**src/rtl/mwg_pkg.sv**
```systemverilog
`timescale 1ns / 1ps
// ----------------------------------------------------------------------------
// mwg_pkg
// Shared types and constants of the multi-mode test waveform generator.
// ----------------------------------------------------------------------------
package mwg_pkg;

    // Waveform modes; codes five to seven are undefined and give zero
    typedef enum logic [2:0] {
        MODE_DC    = 3'd0,
        MODE_RAMP  = 3'd1,
        MODE_SINE  = 3'd2,
        MODE_TRI   = 3'd3,
        MODE_PULSE = 3'd4
    } mode_t;

    // Configuration port geometry
    localparam int CFG_INDEX_W = 3;
    localparam int CFG_DATA_W  = 32;

    // Register indexes
    localparam logic [CFG_INDEX_W-1:0] REG_MODE         = 3'd0;
    localparam logic [CFG_INDEX_W-1:0] REG_DC_LEVEL     = 3'd1;
    localparam logic [CFG_INDEX_W-1:0] REG_INCREMENT    = 3'd2;
    localparam logic [CFG_INDEX_W-1:0] REG_RAMP_LIMIT   = 3'd3;
    localparam logic [CFG_INDEX_W-1:0] REG_NEGATE       = 3'd4;
    localparam logic [CFG_INDEX_W-1:0] REG_AMPLITUDE    = 3'd5;
    localparam logic [CFG_INDEX_W-1:0] REG_LEVEL_OFFSET = 3'd6;
    localparam logic [CFG_INDEX_W-1:0] REG_DUTY         = 3'd7;

    // Register reset values
    localparam logic [30:0] RAMP_LIMIT_RST = 31'd2147418;
    localparam logic [31:0] AMPLITUDE_RST  = 32'd2147418;
    localparam logic [31:0] DUTY_RST       = 32'h8000_0000;

    // pi/2 in Q2.30
    localparam logic [63:0] HALF_PI_Q30 = 64'd1686629713;

    // Sample range limits
    localparam logic signed [33:0] SAT_MAX = 34'sh0_7FFF_FFFF;
    localparam logic signed [33:0] SAT_MIN = -34'sh0_8000_0000;

    // Configuration register file contents
    typedef struct packed {
        logic [2:0]  mode;
        logic [31:0] dc_level;
        logic [31:0] increment;
        logic [30:0] ramp_limit;
        logic        negate;
        logic [31:0] amplitude;
        logic [31:0] level_offset;
        logic [31:0] duty;
    } cfg_t;

    // First pipeline stage word, front end to back end
    typedef struct packed {
        logic        valid;
        logic [2:0]  mode;
        logic [31:0] rom;
        logic [32:0] tri_f;
        logic [31:0] ramp_val;
        logic        pulse_hi;
    } stage1_t;

endpackage

```
**src/rtl/mwg_out_if.sv**
```systemverilog
`timescale 1ns / 1ps
// ----------------------------------------------------------------------------
// mwg_out_if
// Result channel: one signed Q16.16 sample per word.
// ----------------------------------------------------------------------------
interface mwg_out_if;
    logic        valid;
    logic        ready;
    logic [31:0] sample;

    modport source (output valid, output sample, input ready);
    modport sink   (input valid, input sample, output ready);
endinterface

```
**src/rtl/mwg_back.sv**
```systemverilog
`timescale 1ns / 1ps
// ----------------------------------------------------------------------------
// mwg_back
// Amplitude scaling, rounding, offset, saturation and the output register.
// ----------------------------------------------------------------------------
module mwg_back (
    input  logic             clk,
    input  logic             rst_n,
    input  mwg_pkg::cfg_t    cfg,
    input  mwg_pkg::stage1_t s1,
    output logic             take1,
    mwg_out_if.source        result
);
    import mwg_pkg::*;

    logic               v2_reg;
    logic               v3_reg;
    logic               vo_reg;
    logic [2:0]         mode2_reg;
    logic [2:0]         mode3_reg;
    logic signed [64:0] prod_reg;
    logic signed [32:0] scaled_reg;
    logic [31:0]        ramp2_reg;
    logic [31:0]        ramp3_reg;
    logic               pulse2_reg;
    logic               pulse3_reg;
    logic [31:0]        sample_reg;
    logic [31:0]        sample_next;

    logic               adv2;
    logic               adv3;
    logic               advo;
    logic signed [32:0] operand;
    logic               neg;
    logic [63:0]        mag;
    logic [63:0]        mag_rnd;
    logic [31:0]        mag_q;
    logic signed [32:0] addend;
    logic signed [33:0] sum;
    logic [31:0]        sat_val;

    // Stage moves when the next one is empty or moving
    assign advo  = !vo_reg || result.ready;
    assign adv3  = !v3_reg || advo;
    assign adv2  = !v2_reg || adv3;
    assign take1 = adv2;

    // Multiply by the sine entry or the triangle fold
    assign operand = (s1.mode == MODE_SINE) ? $signed({s1.rom[31], s1.rom})
                                            : $signed(s1.tri_f);

    // Round magnitude to nearest, ties away from zero
    assign neg     = prod_reg[64];
    assign mag     = neg ? 64'(-prod_reg) : 64'(prod_reg);
    assign mag_rnd = (mode2_reg == MODE_SINE) ? (mag + (64'd1 << 29)) >> 30
                                              : (mag + (64'd1 << 31)) >> 32;
    assign mag_q   = mag_rnd[31:0];

    // Add offset and saturate
    assign addend = (mode3_reg == MODE_PULSE) ? $signed({cfg.amplitude[31], cfg.amplitude})
                                              : scaled_reg;
    assign sum    = 34'(addend) + 34'($signed(cfg.level_offset));
    always_comb
    begin
        priority if (sum > SAT_MAX)
            sat_val = SAT_MAX[31:0];
        else if (sum < SAT_MIN)
            sat_val = SAT_MIN[31:0];
        else
            sat_val = sum[31:0];
    end

    // Select the sample by mode
    always_comb
    begin
        unique case (mode3_reg)
            MODE_DC:    sample_next = cfg.dc_level;
            MODE_RAMP:  sample_next = ramp3_reg;
            MODE_SINE:  sample_next = sat_val;
            MODE_TRI:   sample_next = sat_val;
            MODE_PULSE: sample_next = pulse3_reg ? sat_val : '0;
            default:    sample_next = '0;
        endcase
    end

    always_ff @(posedge clk or negedge rst_n)
    begin
        if (!rst_n)
        begin
            v2_reg <= 1'b0;
            v3_reg <= 1'b0;
            vo_reg <= 1'b0;
        end
        else
        begin
            if (adv2)
                v2_reg <= s1.valid;
            if (adv3)
                v3_reg <= v2_reg;
            if (advo)
                vo_reg <= v3_reg;
        end
    end

    // Advance payload through the stages
    always_ff @(posedge clk)
    begin
        if (adv2 && s1.valid)
        begin
            prod_reg   <= $signed(cfg.amplitude) * operand;
            mode2_reg  <= s1.mode;
            ramp2_reg  <= s1.ramp_val;
            pulse2_reg <= s1.pulse_hi;
        end
        if (adv3 && v2_reg)
        begin
            scaled_reg <= neg ? -$signed({1'b0, mag_q}) : $signed({1'b0, mag_q});
            mode3_reg  <= mode2_reg;
            ramp3_reg  <= ramp2_reg;
            pulse3_reg <= pulse2_reg;
        end
        if (advo && v3_reg)
            sample_reg <= sample_next;
    end

    assign result.valid  = vo_reg;
    assign result.sample = sample_reg;

endmodule

```
**src/flat_wrapper.sv**
```systemverilog
// flat-port wrapper written by rule: the top's interface ports become plain ports
module mwg_back_flat import mwg_pkg::*;
  (clk, rst_n, cfg, s1, take1, result_valid, result_sample, result_ready);
  mwg_out_if result_i ();
  input  logic clk;
  input  logic rst_n;
  input  mwg_pkg::cfg_t cfg;
  input  mwg_pkg::stage1_t s1;
  output logic take1;
  output wire logic [$bits(result_i.valid)-1:0] result_valid;
  output wire logic [$bits(result_i.sample)-1:0] result_sample;
  input wire logic [$bits(result_i.ready)-1:0] result_ready;
  assign result_valid = result_i.valid;
  assign result_sample = result_i.sample;
  assign result_i.ready = result_ready;
  mwg_back u_core (.clk(clk), .rst_n(rst_n), .cfg(cfg), .s1(s1), .take1(take1), .result(result_i));
endmodule
```
**config.mk**
```make
export PLATFORM = sky130hd
export DESIGN_NAME = mwg_back_flat
export DESIGN_NICKNAME = d
export VERILOG_FILES = /design/src/rtl/mwg_pkg.sv /design/src/rtl/mwg_out_if.sv /design/src/rtl/mwg_back.sv /design/src/flat_wrapper.sv
export SDC_FILE = /design/constraint.sdc
export NUM_CORES = 2
export LEC_CHECK = 0
export BUFFER_PORTS_ARGS = -buffer_cell sky130_fd_sc_hd__clkbuf_2
export CAP_MARGIN = 20
export CORE_MARGIN = 1
export CORE_UTILIZATION = 57
export CTS_BUF_LIST = sky130_fd_sc_hd__clkbuf_2 sky130_fd_sc_hd__clkbuf_4 sky130_fd_sc_hd__clkbuf_8
export DETAILED_ROUTE_END_ITERATION = 8
export GPL_ROUTABILITY_DRIVEN = 0
export PLACE_DENSITY = 0.77
export SYNTH_ARGS = -nofsm -noshare
export SYNTH_HDL_FRONTEND = slang
export SYNTH_SLANG_ARGS = --single-unit
```
**constraint.sdc**
```tcl
create_clock -name clk -period 7.06 [get_ports clk]
set_clock_uncertainty 0.1 [all_clocks]
set_input_delay 0.353 -clock clk [delete_from_list [all_inputs] [get_ports clk]]
set_output_delay 0.353 -clock clk [all_outputs]
set_load 0.005 [all_outputs]
```
==> impl_metrics.csv <==
group,metric,value,unit
logic_synthesis,syn_nets,6795,
clock_network,htree_levels,2,
grt,grt_pass1_wl,230000,um
timing,hold_viol_final,0,
timing,period_minus_slack,8440,ps
final_layout,drive_gt1_share,22.0,%
status,violations,"setup timing",
setup_path,r2r_slack,950,ps
clock_network,numCtsBuffers,35,
worst_hold_path,whs_endpoint,"u_core.result.sample[15]$_DFFE_PP_",
setup_path,critPathRequiredTime,7240,ps
setup_path,cp_slowest_cell,"fa_1",
grt,grt_usage,33.3,%
timing,timing.final.crit_share,120,%
timing,rsz0062_at_grt,"true",
logic_synthesis,ys.warnings.count,0,
routing,drc,0,
final_layout,final_cell_mix,"fa_1 (1041), inv_1 (1010), nand2_1 (587)",
grt,antenna_found_initial,16,
timing,timing.final.ws_setup,-1380,ps
logic_synthesis,synthArstFlopShare,1.46,%
clock_network,worstSkewPairLatency,550,ps
setup_path,crit_type,"input pin to flip-flop",
floorplanning,io_pins,334,
setup_path,start_kind,"input pin",
setup_path,critPathCaptureType,"flip-flop",
routing,drt_iter0_drc,3821,
final_layout,finalNonFillerCells,6969,
final_layout,multiInputGateArea,40600,um^2
final_layout,final_nets,7410,
worst_hold_path,hold_class,"input pin to flip-flop",
timing,maxSlewHeadroom,34.7,%
timing,holdWs,77.0,ps
logic_synthesis,seq_area_frac_synth,12.2,%
final_layout,nFillCells,6227,
routing,drt_wl_total,149000,um
routing,route.antenna.remaining_nets,0,
status,status,"finished with violations",
routing,drtPass1Iterations,8,
floorplanning,core,87000,um^2
setup_path,max_stage_delay,570,ps
setup_path,ff2ff_path_depth,20,
floorplanning,die_y,299,um
flow_run,drv_cap,0,
floorplanning,initial_core_util,57.8,%
setup_path,reg2reg_to,"u_core.result.sample[16]$_DFFE_PP_",
grt,gr-total-overflow,0,
floorplanning,die_area,89400,um^2
final_layout,areaGrowthSynthToFinish,18.9,%
setup_path,r2r_start,"u_core.mode3_reg[1]$_DFFE_PP_",
logic_synthesis,syn_avg_cell_area,9.74,um^2
timing,slew_violations,0,
final_layout,regArea,6140,um^2
floorplanning,fp-row-count,108,
routing,wl_per_cell,21.4,um
routing,avgViaCountPerCell,5.78,
timing,worstMarginPinSlew,979,ps
logic_synthesis,ys_types,103,
grt,grt_max_degree,70,
grt,grt_pass1_vias,42800,
timing,fmax,0.119,GHz
clock_network,cts_tree,"built",
final_layout,largest_reg_flops,65,
clock_network,clkTransAtPathRegs,60,ps
clock_network,cts_buffer_depth,3,
worst_hold_path,hold_start,"cfg[175]",
placement,place_inst,6759,
logic_synthesis,ys.flop_type,"edfxtp_1",
logic_synthesis,syn_inst,5161,
placement,portBuffers,234,
clock_network,cts_sinks,205,
clock_network,cts-root-buf,"clkbuf_8",
timing,final-setup-viol-count,45,
logic_synthesis,synth_edf_count,202,
setup_path,critical_path_arrival,8620,ps
setup_path,cp_max_fo,7,
final_layout,layout_commonest_cell,"fa_1",
logic_synthesis,syn-cell-area,50300,um^2
floorplanning,dieWidth,299,um
routing,vias,40300,
setup_path,crit_top_cell,"fa_1",
logic_synthesis,ys_seq_elements,205,
placement,hpwl,117000,um
worst_hold_path,holdPathStages,3,
==> cells by family after synthesis <==
| kind of cell | share of synthesized area, % |
|---|---|
| AND/OR/NAND/NOR | 15.8 |
| multiplexers | 1.85 |
| adder cells (fa/ha/maj) | 49.8 |
| XOR/XNOR | 3.19 |
| buffers and inverters | 9.86 |
| flip-flops | 12.2 |
| AO/OA/AOI/OAI | 7.24 |
==> worst max-delay path: cells and delay by family <==
kind	cells	cell delay, ps
xor+xnor	1	80
fa+ha+maj	9	4010
buf+inv	9	1140
compound gates	10	2060
simple gates	4	580
mux	1	350
==> metal layers <==
| metal | part of all wire [%] | global-route usage (%) | up-vias |
|---|---|---|---|
| li1 | - | - | 17100 |
| met1 | 35 | 41.0 | 20300 |
| met2 | 49 | 56.1 | 2229 |
| met3 | 8.6 | 4.67 | 578 |
| met4 | 7.0 | 19.6 | 6 |
| met5 | 0.030 | 0 | - |
==> final cells by class <==
class                           count  share of cell area (%)
Multi-Input combinational cell   3654                    67.9
Timing Repair Buffer              846                    11.7
Sequential cell                   205                    10.3
Inverter                         1034                    6.50
Tap cell                         1155                    2.42
Clock buffer                       40                   0.869
Clock inverter                     22                   0.323
Antenna cell                       13                  0.0545
==> how the worst max path moves through the flow <==
| stage | start | end | slack, ps | cells past startpoint |
|---|---|---|---|---|
| 5_1_grt | s1[98] | u_core.prod_reg[62]$_DFFE_PP_ | -1640 | 34 |
| 4_1_cts | s1[100] | u_core.prod_reg[62]$_DFFE_PP_ | -1340 | 35 |
| 3_3_place_gp | s1[98] | u_core.prod_reg[63]$_DFFE_PP_ | -1990 | 29 |
| 3_5_place_dp | s1[98] | u_core.prod_reg[62]$_DFFE_PP_ | -2130 | 33 |
| 6_report | s1[98] | u_core.prod_reg[62]$_DFFE_PP_ | -1380 | 34 |
| 2_1_floorplan | s1[98] | u_core.prod_reg[62]$_DFFE_PP_ | -1330 | 29 |
==> repair_timing <==
action,CTS,global route
buffers inserted,37,55
cloned,8,6
pin swaps,60,164
endpoints found under the hold margin,42,0
setup endpoints to repair,48,50
hold buffers,39,0
gates resized for setup,109,213
==> synthesized netlist by cell type (7+ instances only) <==
library cell	count	share of area (%)
a22oi_1	32	0.48
nor3_1	40	0.40
nand2_1	600	4.5
buf_2	11	0.11
and3_1	19	0.24
o21ai_0	83	0.83
xor2_1	55	0.96
a211oi_1	17	0.25
and2_1	545	6.8
nor4_2	9	0.22
nor4_1	8	0.10
fa_1	1113	44
and4_1	8	0.14
nor2_1	128	0.96
mux2i_1	12	0.24
o31ai_1	16	0.24
nand4_1	14	0.17
a31oi_1	29	0.36
o311ai_0	8	0.14
inv_1	1034	7.7
nand3_1	34	0.34
a21o_1	58	0.87
nor2b_1	13	0.16
buf_1	14	0.10
or2_2	17	0.21
ha_1	221	5.5
or3_1	11	0.14
a211o_1	8	0.14
a21oi_1	103	1.0
edfxtp_1	202	12
xnor2_1	128	2.2
nand4_2	7	0.17
o21a_1	20	0.30
o21bai_1	15	0.22
nand2b_1	17	0.21
mux2_2	72	1.6
o211ai_1	41	0.61
clkbuf_1	247	1.8
==> stage by stage <==
step	setup TNS [ps]	cell area [um^2]	setup WS, ps	utilization [%]
floorplan	-25730	50900	-1330	-
global placement	-62010	56400	-1990	64.8
detailed placement	-65480	56400	-2130	64.8
CTS	-29200	58400	-1340	67.1
global route	-43560	59700	-1640	68.6
finish	-34710	59700	-1380	68.6
Power is not shown: default switching activity piles up to over one toggle a cycle in this logic, so the estimate is an artifact.
