`config.mk`:
```
export PLATFORM = sky130hd
export DESIGN_NAME = mwg_cfg
export DESIGN_NICKNAME = d
export VERILOG_FILES = /design/src/rtl/mwg_pkg.sv /design/src/rtl/mwg_cfg.sv
export SDC_FILE = /design/constraint.sdc
export NUM_CORES = 1
export LEC_CHECK = 0
export ABC_AREA = 1
export BUFFER_PORTS_ARGS = -buffer_cell sky130_fd_sc_hd__clkbuf_2
export CAP_MARGIN = 20
export CELL_PAD_IN_SITES_DETAIL_PLACEMENT = 0
export CELL_PAD_IN_SITES_GLOBAL_PLACEMENT = 1
export CORE_AREA = 8 8 135 162
export CTS_CLUSTER_DIAMETER = 150
export CTS_CLUSTER_SIZE = 14
export DETAILED_ROUTE_END_ITERATION = 8
export DIE_AREA = 0 0 143 170
export GPL_TIMING_DRIVEN = 0
export PLACE_DENSITY = 0.88
export SETUP_SLACK_MARGIN = 0.5
export SLEW_MARGIN = 20
export SYNTH_ARGS = -nofsm -noshare
export SYNTH_HDL_FRONTEND = slang
export SYNTH_SLANG_ARGS = --single-unit
```
`constraint.sdc`:
```
create_clock -name clk -period 1.8 [get_ports clk]
set_input_delay 0.36 -clock clk [delete_from_list [all_inputs] [get_ports clk]]
set_output_delay 0.36 -clock clk [all_outputs]
set_load 0.01 [all_outputs]
```
`src/rtl/mwg_pkg.sv`:
```
`timescale 1ns / 1ps
// ----------------------------------------------------------------------------
// mwg_pkg
// Shared types and constants of the multi-mode test waveform generator.
// ----------------------------------------------------------------------------
package mwg_pkg;

    // Waveform modes; codes five to seven are undefined and give zero
    typedef enum logic [2:0] {
        MODE_DC    = 3'd0,
        MODE_RAMP  = 3'd1,
        MODE_SINE  = 3'd2,
        MODE_TRI   = 3'd3,
        MODE_PULSE = 3'd4
    } mode_t;

    // Configuration port geometry
    localparam int CFG_INDEX_W = 3;
    localparam int CFG_DATA_W  = 32;

    // Register indexes
    localparam logic [CFG_INDEX_W-1:0] REG_MODE         = 3'd0;
    localparam logic [CFG_INDEX_W-1:0] REG_DC_LEVEL     = 3'd1;
    localparam logic [CFG_INDEX_W-1:0] REG_INCREMENT    = 3'd2;
    localparam logic [CFG_INDEX_W-1:0] REG_RAMP_LIMIT   = 3'd3;
    localparam logic [CFG_INDEX_W-1:0] REG_NEGATE       = 3'd4;
    localparam logic [CFG_INDEX_W-1:0] REG_AMPLITUDE    = 3'd5;
    localparam logic [CFG_INDEX_W-1:0] REG_LEVEL_OFFSET = 3'd6;
    localparam logic [CFG_INDEX_W-1:0] REG_DUTY         = 3'd7;

    // Register reset values
    localparam logic [30:0] RAMP_LIMIT_RST = 31'd2147418;
    localparam logic [31:0] AMPLITUDE_RST  = 32'd2147418;
    localparam logic [31:0] DUTY_RST       = 32'h8000_0000;

    // pi/2 in Q2.30
    localparam logic [63:0] HALF_PI_Q30 = 64'd1686629713;

    // Sample range limits
    localparam logic signed [33:0] SAT_MAX = 34'sh0_7FFF_FFFF;
    localparam logic signed [33:0] SAT_MIN = -34'sh0_8000_0000;

    // Configuration register file contents
    typedef struct packed {
        logic [2:0]  mode;
        logic [31:0] dc_level;
        logic [31:0] increment;
        logic [30:0] ramp_limit;
        logic        negate;
        logic [31:0] amplitude;
        logic [31:0] level_offset;
        logic [31:0] duty;
    } cfg_t;

    // First pipeline stage word, front end to back end
    typedef struct packed {
        logic        valid;
        logic [2:0]  mode;
        logic [31:0] rom;
        logic [32:0] tri_f;
        logic [31:0] ramp_val;
        logic        pulse_hi;
    } stage1_t;

endpackage

```
`src/rtl/mwg_cfg.sv`:
```
`timescale 1ns / 1ps
// ----------------------------------------------------------------------------
// mwg_cfg
// Configuration register file, written through a plain write port.
// ----------------------------------------------------------------------------
module mwg_cfg (
    input  logic                              clk,
    input  logic                              rst_n,
    input  logic                              cfg_we,
    input  logic [mwg_pkg::CFG_INDEX_W-1:0]   cfg_index,
    input  logic [mwg_pkg::CFG_DATA_W-1:0]    cfg_data,
    output mwg_pkg::cfg_t                     cfg
);
    import mwg_pkg::*;

    cfg_t cfg_reg;
    cfg_t cfg_next;

    // Merge the written word into the addressed register
    always_comb
    begin
        cfg_next = cfg_reg;
        if (cfg_we)
        begin
            unique case (cfg_index)
                REG_MODE:         cfg_next.mode         = cfg_data[2:0];
                REG_DC_LEVEL:     cfg_next.dc_level     = cfg_data;
                REG_INCREMENT:    cfg_next.increment    = cfg_data;
                REG_RAMP_LIMIT:   cfg_next.ramp_limit   = cfg_data[30:0];
                REG_NEGATE:       cfg_next.negate       = cfg_data[0];
                REG_AMPLITUDE:    cfg_next.amplitude    = cfg_data;
                REG_LEVEL_OFFSET: cfg_next.level_offset = cfg_data;
                REG_DUTY:         cfg_next.duty         = cfg_data;
            endcase
        end
    end

    always_ff @(posedge clk or negedge rst_n)
    begin
        if (!rst_n)
        begin
            cfg_reg.mode         <= MODE_DC;
            cfg_reg.dc_level     <= '0;
            cfg_reg.increment    <= '0;
            cfg_reg.ramp_limit   <= RAMP_LIMIT_RST;
            cfg_reg.negate       <= 1'b0;
            cfg_reg.amplitude    <= AMPLITUDE_RST;
            cfg_reg.level_offset <= '0;
            cfg_reg.duty         <= DUTY_RST;
        end
        else
        begin
            cfg_reg <= cfg_next;
        end
    end

    assign cfg = cfg_reg;

endmodule

```
==> impl_metrics.csv, run 1 <==
group,metric,value,unit
synth,yosysSeqAreaShare,0.650,
setup_path,criticalPathCategory,"reg2out",
detailed_routing,drt_wl_total,25200,microns
setup_path,critPathTopFamily,"flip-flops",
detailed_routing,avgRoutedWirePerCell,17.0,microns
timing,period_share,0.805,
pwr,p_comb_frac,0.255,
timing,worstMarginPinSlew,568,ps
layout,instances_no_fill,1481,
placed_design,placed_cell_area,9080,sq um
layout,layout_commonest_cell,"nand2_1",
grt,grt.met2_usage,0.341,
grt,antenna_found_initial,1,
synth,ys_types,14,
detailed_routing,dr.pass1.iters,4,
placed_design,dp.cells,1345,
clock_tree,root_buffer,"clkbuf_16",
placed_design,dp_hpwl,17500,microns
layout,n_antenna_cell,0,
grt,use_met1,0.255,
die,initial_core_util,0.391,
grt,grt_pass1_vias,6696,
pwr,leakage,6.25,nW
layout,mostFrequentLayoutCells,"nand2_1 (530), dfrtp_1 (178), clkbuf_2 (165), buf_4 (106), nand3_1 (68)",
detailed_routing,post_drt_via_cell_ratio,4.63,
placed_design,numPortBuffers,231,
run_status,status,"finished, final reports clean",
die,fp-row-count,56,
timing,setup_viol,0,
layout,area_delta_synth_final,45.0,%
die,core,19300,sq um
timing,relSlewSlack,0.621,
timing,fin_hold_ws,196,ps
synth,syn_area,7540,sq um
setup_path,crit_required,1440,ps
setup_path,crit_slowest_cell,"dfstp_2",
pwr,seqPwrFrac,0.429,
timing,fin_skew,0,ps
grt,top_usage_layer,"met2",
flow_run,max_cap_viol_count,0,
clock_tree,insertion_delay,420,ps
setup_path,slowest_delay,560,ps
timing,rsz0062_at_grt,"yes",
layout,stdcell_area,10900,sq um
clock_tree,cts_buffers,17,
timing,min_period,1450,ps
die,io_pins,233,
pwr,irDropWorstVdd,0.000638,V
detailed_routing,drtIter0Drc,418,
clock_tree,cts_buffer_depth,2,
placed_design,place_congestion,0.805,
timing,drv_slew,0,
synth,synthCells,851,
setup_path,crit_buf_inv,1,
clock_tree,cts.clk_slew.worst_paths,70,ps
synth,yosys_warnings,0,
setup_path,critPathCaptureType,"primary output",
layout,layout-drive-gt1-share,0.357,
timing,hold_violations,0,
clock_tree,cts_tree,"yes",
pwr,p_int,0.00952,W
pwr,clockPowerShare,0.316,
setup_path,start_kind,"flop",
pwr,p_sw_frac,0.296,
setup_path,path_max_fanout,2,
layout,largest_register_ffs,195,
detailed_routing,ant_nets,0,
layout,nNetsFinal,1245,
synth,syn_avg_cell_area,8.86,sq um
synth,syn_nets,889,
clock_tree,htree_levels,4,
synth,ys_ff_latch,195,
die,die-area,24300,sq um
die,fp.dieH,170,microns
clock_tree,cts.sinks,195,
setup_path,critical_path.cell_chain,"buf_8",
grt,grt_usage,0.206,
timing,fmax,690,MHz
grt,grt_pass1_wl,38400,microns
grt,use_met3,0.0541,
detailed_routing,vias,6854,
pwr,pwr_density_cell,1240,nW/um^2
grt,grt.overflow.total,0,
grt,grt_max_degree,88,
worst_hold_path,worstHoldPathType,"in2reg",
detailed_routing,drc,0,
layout,fin_util,0.567,
pwr,p_sw,0.00400,W
setup_path,critPathArrivalTime,1090,ps
die,die_x,143,microns
layout,fillers,1713,
[cells by family (layout without fill, tap and decap cells)]
group / Yosys count / count (layout) / synth area share
and+or+nand+nor: 606 / 606 / 0.317
buffers and inverters: 50 / 419 / 0.0325
DFF: 195 / 195 / 0.650
[layer usage]
| metal | wire length (microns) | vias up |
|---|---|---|
| met4 | 448 | 2 |
| met1 | 10500 | 3290 |
| met3 | 1720 | 24 |
| met5 | 9 | - |
| met2 | 12500 | 217 |
| li1 | - | 3321 |
[cell type report]
type                    count  area (sq um)  area share
repair buffers            337          2400       0.219
clock buffers              17           425      0.0389
clock inverters            15           239      0.0219
multi-input cells         606          2390       0.219
plain buffers              44           223      0.0204
flip-flops and latches    195          4900       0.449
inverters                   6          22.5     0.00206
well taps                 261           327      0.0299
[cell usage after synthesis]
| cell | instances | area, sq um |
|---|---|---|
| buf_1 | 1 | 3.75 |
| buf_2 | 36 | 180 |
| buf_4 | 3 | 22.5 |
| clkbuf_1 | 3 | 11.3 |
| clkbuf_2 | 1 | 5.00 |
| dfrtp_1 | 178 | 4450 |
| dfstp_2 | 17 | 447 |
| inv_1 | 2 | 7.51 |
| inv_2 | 4 | 15.0 |
| nand2_1 | 530 | 1990 |
| nand3_1 | 68 | 340 |
| nor2_1 | 2 | 7.51 |
| nor2_2 | 3 | 18.8 |
| nor2_4 | 3 | 33.8 |
[path summary, 6_finish.rpt]
path	startpoint	endpoint	slack, ps	cells past startpoint
setup / recovery	cfg[85]$_DFFE_PN1P_	cfg[85]	350	1
setup reg to reg	cfg[24]$_DFFE_PN0P_	cfg[24]$_DFFE_PN0P_	870	5
max in group asynchronous	rst_n	cfg[118]$_DFFE_PN1P_	650	3
hold / removal	cfg_data[31]	cfg[31]$_DFFE_PN1P_	200	3
min in group asynchronous	rst_n	cfg[108]$_DFFE_PN0P_	400	2
hold reg to reg	cfg[15]$_DFFE_PN0P_	cfg[15]$_DFFE_PN0P_	470	2
[stage by stage]
| stage | power (W) | setup TNS (ps) | setup WS, ps |
|---|---|---|---|
| floorplan | 0.00690 | 0 | 707 |
| global placement | 0.00829 | -645010 | -3440 |
| detailed placement | 0.00836 | 0 | 204 |
| CTS | 0.0130 | 0 | 311 |
| global route | 0.0142 | 0 | 313 |
| finish | 0.0135 | 0 | 351 |
[power by group through the flow]
stage / combinational, W / sequential, W / clock (W)
after floorplan: 0.000746 / 0.00615 / 0
after CTS: 0.00290 / 0.00573 / 0.00435
after detailed placement: 0.00255 / 0.00581 / 0
after global placement: 0.00248 / 0.00581 / 0
final: 0.00345 / 0.00580 / 0.00427
after global routing: 0.00378 / 0.00588 / 0.00453
[timing repair]
item / in CTS / in global routing
endpoints found under the hold margin: 28 / 0
gates resized for setup: 6 / 131
gates cloned: 0 / 0
hold buffers: 1 / 0
buffers inserted: 50 / 53
endpoints found under the setup margin: 195 / 195
Power figures use the tool's default switching activity.
==> run 2, diff against run 1 <==
CORE_AREA = 8 8 145 175   (was 8 8 135 162)
DIE_AREA = 0 0 153 183   (was 0 0 143 170)
PLACE_DENSITY = 0.8   (was 0.88)
clock period = 1.19 ns   (was 1.8 ns; I/O delays follow)
==> run 2 against run 1 <==
  * The run now ends with negative hold slack, negative setup slack left
  * First-iteration DRC count down 16%
  * Utilization rose by 5.0 points
  * Combinational power up 100%
  * Critical path type unchanged
  * Critical path depth stayed put
  * Die area increased by 15%
  * Setup slack worse by 510 ps
  * Register-to-register slack got worse by 540 ps
  * Hold slack got worse by 490 ps
  * Sequential power increased by 53%
==> impl_metrics.csv, run 2 (synthesis results as in run 1) <==
group,metric,value,unit
layout,layout_commonest_cell,"nand2_1",
clock_tree,cts_buffer_depth,2,
layout,instances_no_fill,1612,
die,fp.dieH,183,microns
flow_run,max_cap_viol_count,0,
grt,grt_pass1_wl,44500,microns
setup_path,critPathCaptureType,"primary output",
layout,fin_util,0.617,
layout,area_delta_synth_final,85.5,%
timing,min_period,1340,ps
timing,relSlewSlack,0.675,
timing,drv_slew,0,
die,die_x,153,microns
grt,grt.overflow.total,0,
clock_tree,cts_buffers,17,
timing,fin_hold_ws,-291,ps
layout,mostFrequentLayoutCells,"nand2_1 (329), dfrtp_1 (178), nand2_2 (158), clkbuf_2 (148), buf_4 (130)",
clock_tree,cts.clk_slew.worst_paths,80,ps
grt,grt_max_degree,89,
setup_path,critical_path.cell_chain,"buf_8",
setup_path,path_max_fanout,2,
detailed_routing,dr.pass1.iters,6,
clock_tree,htree_levels,4,
die,io_pins,233,
timing,setup_viol,165,
placed_design,dp.cells,1367,
layout,n_antenna_cell,0,
layout,largest_register_ffs,195,
die,die-area,28000,sq um
grt,grt_usage,0.207,
clock_tree,insertion_delay,450,ps
placed_design,numPortBuffers,231,
detailed_routing,drc,0,
clock_tree,root_buffer,"clkbuf_16",
setup_path,critPathArrivalTime,1110,ps
setup_path,start_kind,"flop",
detailed_routing,drtIter0Drc,350,
layout,layout-drive-gt1-share,0.588,
grt,grt.met2_usage,0.353,
setup_path,crit_buf_inv,1,
layout,nNetsFinal,1354,
grt,top_usage_layer,"met2",
run_status,status,"complete, but fails checks",
grt,grt_pass1_vias,7363,
layout,fillers,1832,
detailed_routing,post_drt_via_cell_ratio,4.65,
pwr,pwr_density_cell,1530,nW/um^2
placed_design,place_congestion,0.809,
placed_design,dp_hpwl,18500,microns
timing,period_share,1.13,
setup_path,slowest_delay,560,ps
detailed_routing,drt_wl_total,30700,microns
timing,fin_skew,0,ps
clock_tree,cts.sinks,195,
setup_path,crit_slowest_cell,"dfstp_2",
run_status,violations,"negative hold slack, negative setup slack",
pwr,leakage,7.36,nW
timing,fmax,744,MHz
setup_path,critPathTopFamily,"flip-flops",
detailed_routing,vias,7494,
die,initial_core_util,0.332,
grt,antenna_found_initial,0,
grt,use_met3,0.0527,
timing,rsz0062_at_grt,"yes",
grt,use_met1,0.250,
timing,hold_violations,35,
detailed_routing,ant_nets,0,
setup_path,criticalPathCategory,"reg2out",
detailed_routing,avgRoutedWirePerCell,19.0,microns
pwr,irDropWorstVdd,0.00101,V
die,fp-row-count,61,
setup_path,crit_required,950,ps
timing,setup_slack,-155,ps
clock_tree,cts_tree,"yes",
worst_hold_path,worstHoldPathType,"in2async",
timing,worstMarginPinSlew,487,ps
die,core,22700,sq um
## run 2: repair_timing
| action | CTS | global route |
|---|---|---|
| buffers inserted | 92 | 91 |
| resized for setup | 266 | 357 |
| setup endpoints to repair | 388 | 389 |
| pin swaps | 79 | 60 |
| gates cloned | 26 | 4 |
| hold endpoints to repair | 35 | 33 |
## run 2: cell type report
type	instances	area [sq um]	area share
Sequential cell	195	4900	0.351
Clock inverter	14	120	0.00859
Multi-Input combinational cell	606	3330	0.239
Clock buffer	18	439	0.0314
Inverter	6	60.1	0.00430
Buffer	44	602	0.0431
Timing Repair Buffer	446	4170	0.298
Tap cell	283	354	0.0253
## run 2: final timing paths
path | depth (start not counted) | to | slack [ps] | startpoint
max | 1 | cfg[107] | -150 | cfg[107]$_DFFE_PN1P_
min | 1 | cfg[2]$_DFFE_PN0P_ | -290 | rst_n
max reg2reg | 4 | cfg[152]$_DFFE_PN0P_ | 330 | cfg[152]$_DFFE_PN0P_
min reg2reg | 2 | cfg[111]$_DFFE_PN1P_ | 470 | cfg[111]$_DFFE_PN1P_
max in group asynchronous | 2 | cfg[85]$_DFFE_PN1P_ | 670 | rst_n
min in group clk | 3 | cfg[31]$_DFFE_PN1P_ | 90 | cfg_data[31]
## run 2: power by group
group	internal (W)	switching (W)
Combinational	0.00378	0.00314
Sequential	0.00795	0.000948
Clock	0.00281	0.00281
## run 2: metal layers
layer  share of wire  up-vias
met3           0.056       51
met2            0.51      224
li1                -     3566
met5               0        -
met1            0.40     3653
met4           0.030        0
## run 2: per-stage QoR
stage	hold slack (ps)	area [sq um]	setup WS [ps]	setup TNS, ps	total power (W)
3_3_place_gp	450	9230	-4020	-805370	0.0126
3_5_place_dp	186	9300	-499	-50050	0.0127
5_1_grt	-287	14000	-192	-12330	0.0225
6_report	-291	14000	-155	-5500	0.0214
2_1_floorplan	-57.6	7720	297	0	0.0105
4_1_cts	-299	12100	-191	-9260	0.0195
==> run 3, diff against run 2 <==
CORE_AREA = 8 8 140 168   (was 8 8 145 175)
DIE_AREA = 0 0 148 176   (was 0 0 153 183)
PLACE_DENSITY = 0.82   (was 0.8)
clock period = 1.3 ns   (was 1.19 ns; I/O delays follow)
==> run 3 against run 2 <==
  * Hold slack improved by 160 ps
  * Total power down 11%
  * Count of clock-buffer cells in the layout did not move
  * Cell count is 6.5% lower
  * Sequential share of layout area rose by 5.1 points
  * Via count decreased by 5.5%
  * Largest cell class unchanged
  * Design area down 13%
  * Wire length shrank 9.6%
  * Utilization decreased by 2.9 points
  * Clock power shrank 3%
  * The run still ends with negative hold slack, negative setup slack left
  * First-iteration DRC count up 14%
==> impl_metrics.csv, run 3 (synthesis results as in run 1) <==
group,metric,value,unit
run_status,status,"complete, but fails checks",
run_status,violations,"negative hold slack, negative setup slack",
grt,grt_pass1_wl,40600,microns
timing,worstMarginPinSlew,644,ps
die,core,20800,sq um
layout,layout-drive-gt1-share,0.397,
pwr,leakage,6.73,nW
pwr,irDropWorstVdd,0.00113,V
clock_tree,cts.clk_slew.worst_paths,70,ps
pwr,pwr_density_cell,1560,nW/um^2
setup_path,slowest_delay,560,ps
die,die_x,148,microns
setup_path,start_kind,"flop",
grt,grt_pass1_vias,6814,
detailed_routing,vias,7083,
setup_path,critPathCaptureType,"primary output",
placed_design,dp_hpwl,18100,microns
timing,fin_setup_tns,-633,ps
placed_design,dp.cells,1354,
timing,period_share,1.04,
timing,fin_skew,0,ps
pwr,p_comb_frac,0.290,
layout,mostFrequentLayoutCells,"nand2_1 (502), dfrtp_1 (178), buf_6 (129), buf_2 (92), buf_4 (82)",
layout,largest_register_ffs,195,
detailed_routing,drt_wl_total,27700,microns
timing,rsz0062_at_grt,"yes",
die,fp-row-count,58,
layout,nNetsFinal,1263,
setup_path,crit_required,1040,ps
detailed_routing,drc,0,
pwr,clockPowerShare,0.286,
layout,instances_no_fill,1508,
clock_tree,root_buffer,"clkbuf_16",
clock_tree,cts.sinks,195,
clock_tree,cts_tree,"yes",
setup_path,crit_buf_inv,1,
layout,fillers,1778,
setup_path,path_max_fanout,2,
detailed_routing,avgRoutedWirePerCell,18.4,microns
clock_tree,htree_levels,4,
die,fp.dieH,176,microns
layout,n_antenna_cell,0,
layout,layout_commonest_cell,"nand2_1",
setup_path,crit_slowest_cell,"dfstp_2",
timing,relSlewSlack,0.570,
grt,grt_max_degree,76,
pwr,p_int,0.0132,W
setup_path,criticalPathCategory,"reg2out",
die,initial_core_util,0.363,
timing,drv_slew,0,
setup_path,critical_path.cell_chain,"buf_6",
clock_tree,cts_buffer_depth,2,
grt,grt.overflow.total,0,
timing,min_period,1350,ps
placed_design,numPortBuffers,231,
detailed_routing,drtIter0Drc,400,
timing,hold_violations,63,
worst_hold_path,worstHoldPathType,"in2async",
layout,area_delta_synth_final,61.8,%
grt,grt_usage,0.201,
setup_path,critPathTopFamily,"flip-flops",
die,io_pins,233,
timing,fin_hold_ws,-132,ps
setup_path,r2r_slack,470,ps
pwr,p_sw,0.00581,W
die,die-area,26000,sq um
detailed_routing,ant_nets,0,
flow_run,max_cap_viol_count,0,
clock_tree,insertion_delay,430,ps
pwr,p_sw_frac,0.306,
timing,fmax,741,MHz
detailed_routing,post_drt_via_cell_ratio,4.70,
grt,antenna_found_initial,0,
timing,setup_slack,-50.0,ps
setup_path,critPathArrivalTime,1090,ps
detailed_routing,dr.pass1.iters,5,
pwr,seqPwrFrac,0.425,
placed_design,place_congestion,0.785,
timing,setup_viol,17,
clock_tree,cts_buffers,17,
[run 3: cell type report]
class,count,area (sq um),share of cell area
Sequential cell,195,4900,0.402
Timing Repair Buffer,355,3250,0.267
Multi-Input combinational cell,606,2570,0.211
Buffer,44,477,0.0391
Clock buffer,18,429,0.0352
Tap cell,270,338,0.0277
Clock inverter,14,173,0.0142
Inverter,6,45.0,0.00369
[run 3: path summary, 6_finish.rpt]
kind,from,end,depth (start not counted)
worst max-delay path,cfg[107]$_DFFE_PN1P_,cfg[107],1
worst min-delay path,rst_n,cfg[108]$_DFFE_PN0P_,1
worst max register to register,cfg[54]$_DFFE_PN0P_,cfg[54]$_DFFE_PN0P_,4
worst min register to register,cfg[78]$_DFFE_PN1P_,cfg[78]$_DFFE_PN1P_,2
max in group asynchronous,rst_n,cfg[31]$_DFFE_PN1P_,2
min in group clk,cfg_data[6],cfg[103]$_DFFE_PN1P_,3
[run 3: per-stage QoR]
step / cell area, sq um / util / hold slack, ps / setup slack [ps] / total power (W)
6_report: 12200 / 0.587 / -132 / -50.0 / 0.0190
5_1_grt: 12200 / 0.587 / -101 / -89.5 / 0.0199
4_1_cts: 10700 / 0.514 / -116 / -94.7 / 0.0178
3_5_place_dp: 9260 / 0.446 / 351 / -379 / 0.0117
3_3_place_gp: 9200 / 0.443 / 448 / -3950 / 0.0115
2_1_floorplan: 7700 / - / -35.6 / 385 / 0.00958
[run 3: repair_timing]
item,in CTS,in global routing
endpoints found under the setup margin,383,339
pin swaps,6,29
cloned,0,11
gates resized for setup,73,356
setup buffers,55,56
endpoints found under the hold margin,63,63
[run 3: power by group through the flow]
stage	clock network, W	logic, W	registers [W]
after CTS	0.00555	0.00432	0.00795
final	0.00543	0.00550	0.00807
after floorplan	0	0.00106	0.00852
after global routing	0.00577	0.00599	0.00818
after global placement	0	0.00353	0.00802
after detailed placement	0	0.00361	0.00804
[run 3: layer usage]
metal	GRT usage	vias up	share of wire
li1	-	3361	-
met1	0.259	3467	0.41
met2	0.325	226	0.50
met3	0.0530	29	0.069
met4	0.0617	0	0.020
met5	0	-	0
